===== src/fprt_pkg.sv =====
package fprt_pkg;

	localparam int NumChannelsDef = 6;
	localparam int CustomBytes = 8;
	localparam int PresetCount = 15;
	localparam int QueueDepth = 2;
	localparam int QueuePtrW = (QueueDepth > 1) ? $clog2(QueueDepth) : 1;
	localparam int QueueCntW = $clog2(QueueDepth + 1);

	localparam logic [3:0] KIND_CUSTOM = 4'd0;
	localparam logic [3:0] KIND_FREQ_LO = 4'd1;
	localparam logic [3:0] KIND_FREQ_HI = 4'd2;
	localparam logic [3:0] KIND_PATCH = 4'd3;

	localparam logic [2:0] RELOAD_LAST_STEP = 3'd5;
	localparam logic [7:0] FREQ_LO_BASE = 8'hA0;
	localparam logic [7:0] FREQ_HI_BASE = 8'hB0;

	typedef struct packed {
		logic [7:0] reg_addr;
		logic [7:0] write_value;
	} req_t;

	typedef struct packed {
		logic [7:0] first_address;
		logic [7:0] first_data;
		logic [7:0] second_address;
		logic [7:0] second_data;
		logic       second_valid;
		logic       last_item;
	} rsp_t;

	typedef enum logic [1:0] {
		OP_CUSTOM,
		OP_FREQ_LO,
		OP_FREQ_HI,
		OP_PATCH
	} op_t;

	typedef struct packed {
		op_t        op;
		logic [3:0] idx;
		logic [7:0] value;
	} cmd_t;

	typedef logic [7:0][7:0] patch_t;

	localparam logic [7:0] PresetRom [0:PresetCount-1][0:CustomBytes-1] = '{
		'{8'h03, 8'h01, 8'h14, 8'h80, 8'hC2, 8'h90, 8'h43, 8'h14},
		'{8'h13, 8'h41, 8'h10, 8'h0B, 8'hFF, 8'hF2, 8'h32, 8'hD6},
		'{8'h01, 8'h01, 8'h10, 8'h08, 8'hF0, 8'hF4, 8'h00, 8'h04},
		'{8'h21, 8'h41, 8'h1B, 8'h08, 8'h66, 8'h80, 8'h30, 8'h85},
		'{8'h22, 8'h21, 8'h20, 8'h03, 8'h75, 8'h70, 8'h24, 8'h14},
		'{8'h02, 8'h01, 8'h06, 8'h00, 8'hF0, 8'hF2, 8'h03, 8'h95},
		'{8'h21, 8'h41, 8'h18, 8'h10, 8'h93, 8'hE0, 8'h21, 8'h15},
		'{8'h01, 8'h22, 8'h13, 8'h00, 8'hF0, 8'h82, 8'h00, 8'h15},
		'{8'h05, 8'h01, 8'h22, 8'h00, 8'h60, 8'hE3, 8'hA0, 8'hF5},
		'{8'h85, 8'h01, 8'h20, 8'h00, 8'hD7, 8'hA2, 8'h22, 8'hF5},
		'{8'h07, 8'h81, 8'h2B, 8'h05, 8'hF4, 8'hF2, 8'h14, 8'hF4},
		'{8'h21, 8'h41, 8'h20, 8'h18, 8'hF3, 8'h80, 8'h13, 8'h95},
		'{8'h01, 8'h02, 8'h20, 8'h00, 8'hF9, 8'h92, 8'h41, 8'h75},
		'{8'h21, 8'h62, 8'h0E, 8'h00, 8'h84, 8'h85, 8'h45, 8'h15},
		'{8'h21, 8'h62, 8'h0E, 8'h00, 8'hA1, 8'hA0, 8'h34, 8'h16}
	};

	// Patch number 0 is the custom patch; 1 to 15 come from the preset table.
	function automatic patch_t select_patch(logic [3:0] sel, patch_t custom);
		patch_t     p;
		logic [3:0] row;
		row = sel - 4'd1;
		p = custom;
		if (sel != 4'd0) begin
			for (int b = 0; b < CustomBytes; b++) begin
				p[b] = PresetRom[row][b];
			end
		end
		return p;
	endfunction

	function automatic logic [7:0] slot_offset(logic [2:0] ch);
		logic [7:0] s;
		unique case (ch)
			3'd0: s = 8'h00;
			3'd1: s = 8'h01;
			3'd2: s = 8'h02;
			3'd3: s = 8'h08;
			3'd4: s = 8'h09;
			3'd5: s = 8'h0A;
			default: s = 8'h00;
		endcase
		return s;
	endfunction

	// One of the eleven writes of a channel reload, as {address, data}.
	// Write number eleven does not exist and comes back as zero.
	function automatic logic [15:0] reload_write(logic [3:0] w, logic [2:0] ch,
			logic [7:0] pv, patch_t p);
		logic [7:0] s;
		logic [15:0] r;
		s = slot_offset(ch);
		unique case (w)
			4'd0:  r = {8'h20 + s, p[0]};
			4'd1:  r = {8'h23 + s, p[1]};
			4'd2:  r = {8'h40 + s, p[2]};
			4'd3:  r = {8'h43 + s, p[3][7:6], pv[3:0], 2'b00};
			4'd4:  r = {8'hE0 + s, 7'd0, p[3][3]};
			4'd5:  r = {8'hE3 + s, 7'd0, p[3][4]};
			4'd6:  r = {8'hC0 + {5'd0, ch}, 4'd0, p[3][2:0], 1'b0};
			4'd7:  r = {8'h60 + s, p[4]};
			4'd8:  r = {8'h63 + s, p[5]};
			4'd9:  r = {8'h80 + s, p[6]};
			4'd10: r = {8'h83 + s, p[7]};
			default: r = 16'd0;
		endcase
		return r;
	endfunction

endpackage


===== src/fprt_front.sv =====
module fprt_front #(
	parameter int NumChannels = fprt_pkg::NumChannelsDef
) (
	input  fprt_pkg::req_t req,
	input  logic           req_valid,
	output logic           req_stall,
	output fprt_pkg::cmd_t cmd,
	output logic           cmd_push,
	input  logic           queue_full
);

	logic [3:0] kind;
	logic [3:0] idx;
	logic       keep;

	assign kind = req.reg_addr[7:4];
	assign idx = req.reg_addr[3:0];

	// Writes that cause nothing are taken and dropped here.
	always_comb begin
		cmd.idx = idx;
		cmd.value = req.write_value;
		cmd.op = fprt_pkg::OP_CUSTOM;
		keep = 1'b0;
		unique case (kind)
			fprt_pkg::KIND_CUSTOM: begin
				cmd.op = fprt_pkg::OP_CUSTOM;
				keep = idx < 4'(fprt_pkg::CustomBytes);
			end
			fprt_pkg::KIND_FREQ_LO: begin
				cmd.op = fprt_pkg::OP_FREQ_LO;
				keep = idx < 4'(NumChannels);
			end
			fprt_pkg::KIND_FREQ_HI: begin
				cmd.op = fprt_pkg::OP_FREQ_HI;
				keep = idx < 4'(NumChannels);
			end
			fprt_pkg::KIND_PATCH: begin
				cmd.op = fprt_pkg::OP_PATCH;
				keep = idx < 4'(NumChannels);
			end
			default: keep = 1'b0;
		endcase
	end

	assign req_stall = queue_full;
	assign cmd_push = req_valid && !queue_full && keep;

endmodule


===== src/fprt_queue.sv =====
module fprt_queue (
	input  logic           clk,
	input  logic           arst_n,
	input  fprt_pkg::cmd_t push_cmd,
	input  logic           push,
	output logic           full,
	output fprt_pkg::cmd_t pop_cmd,
	output logic           pop_valid,
	input  logic           pop
);

	fprt_pkg::cmd_t                    entry_q [fprt_pkg::QueueDepth];
	logic [fprt_pkg::QueuePtrW-1:0]    wr_ptr_q;
	logic [fprt_pkg::QueuePtrW-1:0]    rd_ptr_q;
	logic [fprt_pkg::QueueCntW-1:0]    count_q;

	assign full = count_q == fprt_pkg::QueueCntW'(fprt_pkg::QueueDepth);
	assign pop_valid = count_q != '0;
	assign pop_cmd = entry_q[rd_ptr_q];

	always_ff @(posedge clk) begin
		if (push) begin
			entry_q[wr_ptr_q] <= push_cmd;
		end
	end

	always_ff @(posedge clk or negedge arst_n) begin
		if (!arst_n) begin
			wr_ptr_q <= '0;
			rd_ptr_q <= '0;
			count_q <= '0;
		end else begin
			if (push) begin
				wr_ptr_q <= (wr_ptr_q == fprt_pkg::QueuePtrW'(fprt_pkg::QueueDepth - 1)) ?
					'0 : wr_ptr_q + 1'b1;
			end
			if (pop) begin
				rd_ptr_q <= (rd_ptr_q == fprt_pkg::QueuePtrW'(fprt_pkg::QueueDepth - 1)) ?
					'0 : rd_ptr_q + 1'b1;
			end
			if (push && !pop) begin
				count_q <= count_q + 1'b1;
			end else if (pop && !push) begin
				count_q <= count_q - 1'b1;
			end
		end
	end

endmodule


===== src/fprt_back.sv =====
module fprt_back #(
	parameter int NumChannels = fprt_pkg::NumChannelsDef
) (
	input  logic           clk,
	input  logic           arst_n,
	input  fprt_pkg::cmd_t cmd,
	input  logic           cmd_valid,
	output logic           cmd_pop,
	output fprt_pkg::rsp_t rsp,
	output logic           rsp_valid,
	input  logic           rsp_stall
);

	localparam int ChIdxW = (NumChannels > 1) ? $clog2(NumChannels) : 1;

	typedef enum logic {
		S_IDLE,
		S_EMIT
	} state_t;

	state_t            state_q;
	fprt_pkg::op_t     op_q;
	logic [ChIdxW-1:0] ch_q;
	logic [2:0]        step_q;
	fprt_pkg::patch_t  custom_q;
	logic [7:0]        freq_lo_q [NumChannels];
	logic [7:0]        freq_hi_q [NumChannels];
	logic [7:0]        pv_q [NumChannels];
	fprt_pkg::rsp_t    rsp_q;
	logic              rsp_valid_q;

	logic              advance;
	logic [2:0]        ch3;
	logic [7:0]        ch_addr;
	logic [7:0]        high_word;
	logic [7:0]        cur_pv;
	fprt_pkg::patch_t  patch;
	logic [3:0]        w0;
	logic [15:0]       wr0;
	logic [15:0]       wr1;
	logic [ChIdxW-1:0] first_listen;
	logic              any_listen;
	logic [ChIdxW-1:0] next_listen;
	logic              more_listen;
	logic              last_step;
	fprt_pkg::rsp_t    item;

	assign advance = !rsp_valid_q || !rsp_stall;
	assign cmd_pop = (state_q == S_IDLE) && cmd_valid;
	assign rsp = rsp_q;
	assign rsp_valid = rsp_valid_q;

	// Channels on the custom patch: the first one, and the next one after ch_q.
	always_comb begin
		first_listen = '0;
		any_listen = 1'b0;
		next_listen = '0;
		more_listen = 1'b0;
		for (int c = NumChannels - 1; c >= 0; c--) begin
			if (pv_q[c][7:4] == 4'd0) begin
				first_listen = ChIdxW'(c);
				any_listen = 1'b1;
				if (c > int'(ch_q)) begin
					next_listen = ChIdxW'(c);
					more_listen = 1'b1;
				end
			end
		end
	end

	assign ch3 = 3'(ch_q);
	assign ch_addr = {5'd0, ch3};
	assign high_word = {2'b00, freq_hi_q[ch_q][4:0], freq_lo_q[ch_q][7]};
	assign cur_pv = pv_q[ch_q];
	assign patch = fprt_pkg::select_patch(cur_pv[7:4], custom_q);
	assign w0 = {step_q, 1'b0};
	assign wr0 = fprt_pkg::reload_write(w0, ch3, cur_pv, patch);
	assign wr1 = fprt_pkg::reload_write(w0 + 4'd1, ch3, cur_pv, patch);
	assign last_step = step_q == fprt_pkg::RELOAD_LAST_STEP;

	always_comb begin
		item = '0;
		unique case (op_q)
			fprt_pkg::OP_FREQ_LO: begin
				item.first_address = fprt_pkg::FREQ_LO_BASE + ch_addr;
				item.first_data = {freq_lo_q[ch_q][6:0], 1'b0};
				item.second_address = fprt_pkg::FREQ_HI_BASE + ch_addr;
				item.second_data = high_word;
				item.second_valid = 1'b1;
				item.last_item = 1'b1;
			end
			fprt_pkg::OP_FREQ_HI: begin
				item.first_address = fprt_pkg::FREQ_HI_BASE + ch_addr;
				item.first_data = high_word;
				item.last_item = 1'b1;
			end
			fprt_pkg::OP_CUSTOM, fprt_pkg::OP_PATCH: begin
				item.first_address = wr0[15:8];
				item.first_data = wr0[7:0];
				item.second_address = wr1[15:8];
				item.second_data = wr1[7:0];
				item.second_valid = !last_step;
				item.last_item = last_step &&
					((op_q == fprt_pkg::OP_PATCH) || !more_listen);
			end
			default: item = '0;
		endcase
	end

	always_ff @(posedge clk or negedge arst_n) begin
		if (!arst_n) begin
			state_q <= S_IDLE;
			op_q <= fprt_pkg::OP_CUSTOM;
			ch_q <= '0;
			step_q <= '0;
			custom_q <= '0;
			for (int c = 0; c < NumChannels; c++) begin
				freq_lo_q[c] <= '0;
				freq_hi_q[c] <= '0;
				pv_q[c] <= '0;
			end
			rsp_q <= '0;
			rsp_valid_q <= 1'b0;
		end else begin
			if ((state_q == S_EMIT) && advance) begin
				rsp_valid_q <= 1'b1;
			end else if (!rsp_stall) begin
				rsp_valid_q <= 1'b0;
			end
			unique case (state_q)
				S_IDLE: begin
					if (cmd_valid) begin
						op_q <= cmd.op;
						step_q <= '0;
						unique case (cmd.op)
							fprt_pkg::OP_CUSTOM: begin
								custom_q[cmd.idx[2:0]] <= cmd.value;
								ch_q <= first_listen;
								// A custom byte with no channel on patch 0 is only stored.
								if (any_listen) begin
									state_q <= S_EMIT;
								end
							end
							fprt_pkg::OP_FREQ_LO: begin
								ch_q <= cmd.idx[ChIdxW-1:0];
								freq_lo_q[cmd.idx[ChIdxW-1:0]] <= cmd.value;
								state_q <= S_EMIT;
							end
							fprt_pkg::OP_FREQ_HI: begin
								ch_q <= cmd.idx[ChIdxW-1:0];
								freq_hi_q[cmd.idx[ChIdxW-1:0]] <= cmd.value;
								state_q <= S_EMIT;
							end
							fprt_pkg::OP_PATCH: begin
								ch_q <= cmd.idx[ChIdxW-1:0];
								pv_q[cmd.idx[ChIdxW-1:0]] <= cmd.value;
								state_q <= S_EMIT;
							end
							default: state_q <= S_IDLE;
						endcase
					end
				end
				S_EMIT: begin
					if (advance) begin
						rsp_q <= item;
						if (item.last_item) begin
							state_q <= S_IDLE;
						end else if (last_step) begin
							step_q <= '0;
							ch_q <= next_listen;
						end else begin
							step_q <= step_q + 3'd1;
						end
					end
				end
				default: state_q <= S_IDLE;
			endcase
		end
	end

endmodule


===== src/fm_patch_register_translator_core.sv =====
// Register write translator for a two-operator FM synthesizer.
// The req channel takes one source register write (reg_addr, write_value)
// per item; the rsp channel gives the resulting target writes, up to two to an
// item, with last_item set on the final item caused by each write.
// A frequency low write gives one item, a frequency high write one item,
// an instrument/volume write six items, and a custom patch byte six items
// for every channel that uses the custom patch (up to 36). Writes to
// unknown or out-of-range registers are taken and give nothing.
// A write passes the queue, the back end's idle state and the output register
// before its first result item. The back end sends one item per cycle while
// rsp is not stalled; it takes each write from the queue in its idle state and
// takes no new write before the previous write's last item is in the output register.
// A two-entry queue sits between decode and the back end; req_stall rises
// only when that queue is full. A stall on rsp holds the output item
// steady and stops the back end, which in turn fills the queue.
// Reset clears all channel and custom patch registers to zero and empties
// the queue and the output register.
module fm_patch_register_translator_core #(
	parameter int NumChannels = fprt_pkg::NumChannelsDef
) (
	input  logic           clk,
	input  logic           arst_n,
	input  fprt_pkg::req_t req,
	input  logic           req_valid,
	output logic           req_stall,
	output fprt_pkg::rsp_t rsp,
	output logic           rsp_valid,
	input  logic           rsp_stall
);

	fprt_pkg::cmd_t push_cmd;
	fprt_pkg::cmd_t pop_cmd;
	logic           push;
	logic           full;
	logic           pop_valid;
	logic           pop;

	fprt_front #(
		.NumChannels(NumChannels)
	) u_front (
		.req       (req),
		.req_valid (req_valid),
		.req_stall (req_stall),
		.cmd       (push_cmd),
		.cmd_push  (push),
		.queue_full(full)
	);

	fprt_queue u_queue (
		.clk      (clk),
		.arst_n   (arst_n),
		.push_cmd (push_cmd),
		.push     (push),
		.full     (full),
		.pop_cmd  (pop_cmd),
		.pop_valid(pop_valid),
		.pop      (pop)
	);

	fprt_back #(
		.NumChannels(NumChannels)
	) u_back (
		.clk      (clk),
		.arst_n   (arst_n),
		.cmd      (pop_cmd),
		.cmd_valid(pop_valid),
		.cmd_pop  (pop),
		.rsp      (rsp),
		.rsp_valid(rsp_valid),
		.rsp_stall(rsp_stall)
	);

endmodule


===== config.mk =====
export PLATFORM = sky130hd
export DESIGN_NAME = fm_patch_register_translator_core
export DESIGN_NICKNAME = d
export VERILOG_FILES = /design/src/fprt_pkg.sv /design/src/fprt_front.sv /design/src/fprt_queue.sv /design/src/fprt_back.sv /design/src/fm_patch_register_translator_core.sv
export SDC_FILE = /design/constraint.sdc
export NUM_CORES = 1
export LEC_CHECK = 0
export ABC_AREA = 1
export ABC_CLOCK_PERIOD_IN_PS = 3920
export BUFFER_PORTS_ARGS = -buffer_cell sky130_fd_sc_hd__buf_4
export CAP_MARGIN = 30
export CORE_ASPECT_RATIO = 0.5
export CORE_MARGIN = 10
export CORE_UTILIZATION = 35
export CTS_BUF_LIST = sky130_fd_sc_hd__clkbuf_16
export CTS_CLUSTER_SIZE = 8
export DETAILED_ROUTE_END_ITERATION = 16
export PLACE_DENSITY_LB_ADDON = 0.12
export SKIP_CTS_REPAIR_TIMING = 1
export SKIP_LAST_GASP = 1
export SYNTH_ARGS = -nofsm -noshare
export SYNTH_HDL_FRONTEND = slang
export SYNTH_SLANG_ARGS = --single-unit

===== constraint.sdc =====
create_clock -name clk -period 3.92 [get_ports clk]
set_clock_uncertainty 0.1 [all_clocks]
set_input_delay 0.392 -clock clk [delete_from_list [all_inputs] [get_ports clk]]
set_output_delay 0.392 -clock clk [all_outputs]
set_load 0.05 [all_outputs]

==> qor.yml <==
cap_violations: 0
cts-root-buf: "clkbuf_16"
final_common_cell: "nand2_1"
worstSetupEndpointType: "flip-flop"
worstPathRequired_ps: 4230
grt_util_all_layers: 0.1970
slew_headroom: 0.3390
post-route-period-util: 0.9348
num_vias: 11590
hold_ws_ps: -13.21
die_w_um: 294.3
coreArea_um2: 37290
cp.buffers_inverters: 5
cts_sinks: 263
cellPowerDensity_nw_per_um2: 1026
period_needed_ps: 3664
critPathMaxStageDelay_ps: 410
tns_ps: 0
rsz0062_at_grt: "false"
comb_power_share: 0.571
syn-num-nets: 1666
initial_core_util: 0.3532
syn-cell-area_um2: 13170
fmax_mhz: 272.9
totalWireLength_mm: 45.76
async_flop_share: 0.9011
die_y_um: 157.2
crit_fanout: 22
grt_antenna_before_repair: 0
place_congestion: 0.9120
final_antenna_net_count: 0
avgRoutedWirePerCell_um: 20.96
cts-buffers-inserted: 38
grt_pass1_wl_mm: 70.35
utilization: 0.4102
firstDrtPassIters: 6
port_buffers: 55
h-tree-depth: 2
clock_path_buffers: 3
arrival_ps: 3980
violations: "hold timing"
critical-path-top-delay-family: "simple AND/OR/NAND/NOR gates"
maxSlewViolCount: 0
tightest_slew_ps: 970.8
setup_violations: 0
power_frac_seq: 0.242
max-vdd-ir-drop_mv: 0.5512
vias_per_cell: 5.307
p_int_w: 0.007594
drtIter0Drc: 1136
switchingPower_w: 0.008107
clkLatencyLatePin_ps: 540
mostFrequentLayoutCells: "426 x nand2_1, 299 x o21ai_0, 237 x dfrtp_1"
hold_violations: 1
grt_pass1_vias: 11600
ys_warn_count: 0
startpoint_type: "flip-flop"
die_area_um2: 46260
synth_ff_type: "dfrtp_1"
syn_avg_cell_area_um2: 8.125
dp_hpwl_mm: 31.92
crit_type: "flip-flop to flip-flop"
p_leak_nw: 7.028
grt_max_degree: 105
crit_top_cell: "nand2_1"
synth_edf_count: 26
clkPwrFrac: 0.187
final_nets: 1728
status: "finished, violations left"
tritoncts: "done"
overflow: 0
synth.distinct_cells: 52
area_growth_pct: 16.14
cp_cell_sequence: "inv_2, buf_4, nand2_1, nand3_1, nand2_1, a21oi_2, ha_1, inv_1, ha_1, buf_4, nor2_1, inv_1, o22ai_1, nand2_1, nand2_1, a21o_1, nand3_1, nand2_1, a21oi_1"
clk_pin_slew_ps: 60
switching_share: 0.5163
n_antenna_cell: 0
drc_errors: 0
rows: 50
synth.yosys.seq_area_share: 0.5096
syn_inst: 1621
layout-drive-gt1-share: 0.1072
min_path_type: "input pin to flip-flop"
crit_slowest_cell: "dfrtp_1"
io-pin-count: 56
ys_ff_latch: 263
## state kept, by name, summed over array words and instances (netlist names)
signal	count
u_back.custom_q	63
u_back.state_q	1
u_queue.wr_ptr_q	1
u_back.rsp_valid	1
u_back.step_q	3
u_back.pv_q	48
u_back.rsp	34
u_queue.entry_q	26
u_back.op_q	2
u_back.freq_lo_q	48
u_queue.rd_ptr_q	1
u_queue.count_q	2
u_back.freq_hi_q	30
u_back.ch3	3
## through the flow
step                      total power [W]  cell area (µm²)  setup slack [ps]  instances  hold slack (ps)
after floorplan                  0.009820            13170             835.0       1621           -3.591
after global placement            0.01278            14170             355.3       2125            359.4
after detailed placement          0.01269            14170             343.8       2125            361.5
after CTS                         0.01570            15180             296.1       2171           -213.9
after global routing              0.01691            15300             21.62       2183            2.650
final                             0.01570            15300             255.5       2183           -13.21
## cell families (layout without fill, tap and decap cells)
| logic type | after synthesis | in the layout | synth area share |
|---|---|---|---|
| flops | 263 | 263 | 0.5096 |
| mux | 9 | 9 | 0.006840 |
| simple gates | 715 | 715 | 0.2215 |
| compound gates | 428 | 428 | 0.1799 |
| xor+xnor | 4 | 4 | 0.002661 |
| fa+ha+maj | 25 | 25 | 0.02375 |
| buf+inv | 177 | 245 | 0.05567 |
## worst register-to-register path, stage by stage (launching register included)
cell	delay (ps)
dfrtp_1	410
inv_2	180
buf_4	210
nand2_1	60
nand3_1	60
nand2_1	100
a21oi_2	250
ha_1	290
inv_1	110
ha_1	320
buf_4	210
nor2_1	160
inv_1	100
o22ai_1	140
nand2_1	100
nand2_1	100
a21o_1	120
nand3_1	220
nand2_1	200
a21oi_1	80
## metal layers
| metal | track usage | wire length (µm) | up-vias |
|---|---|---|---|
| met1 | 0.2789 | 22060 | 5662 |
| li1 | - | - | 5502 |
| met4 | 0.07062 | 1533 | 0 |
| met2 | 0.2953 | 19500 | 333 |
| met3 | 0.03726 | 2671 | 88 |
| met5 | 0 | 0 | - |
## cell usage after synthesis, types with 3 or more instances
| cell type | n | area, µm² |
|---|---|---|
| a21oi_1 | 33 | 165.2 |
| a21oi_2 | 3 | 26.28 |
| a22o_1 | 4 | 35.03 |
| a22oi_1 | 30 | 225.2 |
| a31oi_1 | 3 | 18.77 |
| buf_2 | 13 | 65.06 |
| buf_6 | 7 | 78.83 |
| clkbuf_1 | 59 | 221.5 |
| dfrtp_1 | 237 | 5931 |
| edfxtp_1 | 26 | 780.8 |
| ha_1 | 25 | 312.8 |
| inv_1 | 90 | 337.8 |
| inv_2 | 5 | 18.77 |
| mux2i_1 | 9 | 90.09 |
| nand2_1 | 426 | 1599 |
| nand2_2 | 5 | 31.28 |
| nand3_1 | 48 | 240.2 |
| nand3_2 | 4 | 40.04 |
| nand4_1 | 8 | 50.05 |
| nor2_1 | 184 | 690.7 |
| nor2_2 | 7 | 43.79 |
| nor3_1 | 9 | 45.04 |
| nor4_1 | 4 | 25.02 |
| o211ai_1 | 17 | 127.6 |
| o21ai_0 | 299 | 1496 |
| o21ai_1 | 15 | 75.07 |
| o22ai_1 | 4 | 25.02 |
| o31ai_1 | 4 | 30.03 |
| or2_2 | 9 | 56.30 |
| xor2_1 | 3 | 26.28 |
## final timing paths
| check | endpoint | cells past startpoint | startpoint | slack [ps] |
|---|---|---|---|---|
| hold reg to reg | u_back.rsp[21] | 2 | u_back.rsp[21] | 380 |
| setup / recovery | u_back.rsp[23] | 19 | u_back.ch3[0] | 260 |
| setup reg to reg | u_back.rsp[23] | 19 | u_back.ch3[0] | 260 |
| hold / removal | u_back.rsp_valid | 3 | rsp_stall | -10 |
| max in group asynchronous | u_back.pv_q[7] | 3 | arst_n | 2150 |
| min in group asynchronous | u_queue.wr_ptr_q | 2 | arst_n | 360 |
## final cells by class
| class | count | area (µm²) |
|---|---|---|
| Tap cell | 494 | 618.1 |
| Inverter | 96 | 360.3 |
| Fill cell | 3879 | 21990 |
| Timing Repair Buffer | 103 | 823.3 |
| Multi-Input combinational cell | 1181 | 5773 |
| Clock buffer | 38 | 950.9 |
| Sequential cell | 263 | 6711 |
| Clock inverter | 8 | 58.81 |
## power by group through the flow
stage	Combinational [W]	Sequential, W	Clock [W]
after floorplan	0.00567	0.00415	0
after global placement	0.00895	0.00382	0
after detailed placement	0.00886	0.00383	0
after CTS	0.00890	0.00379	0.00300
after global routing	0.00993	0.00386	0.00312
final	0.00896	0.00380	0.00294
(Power assumes the default switching activity.)
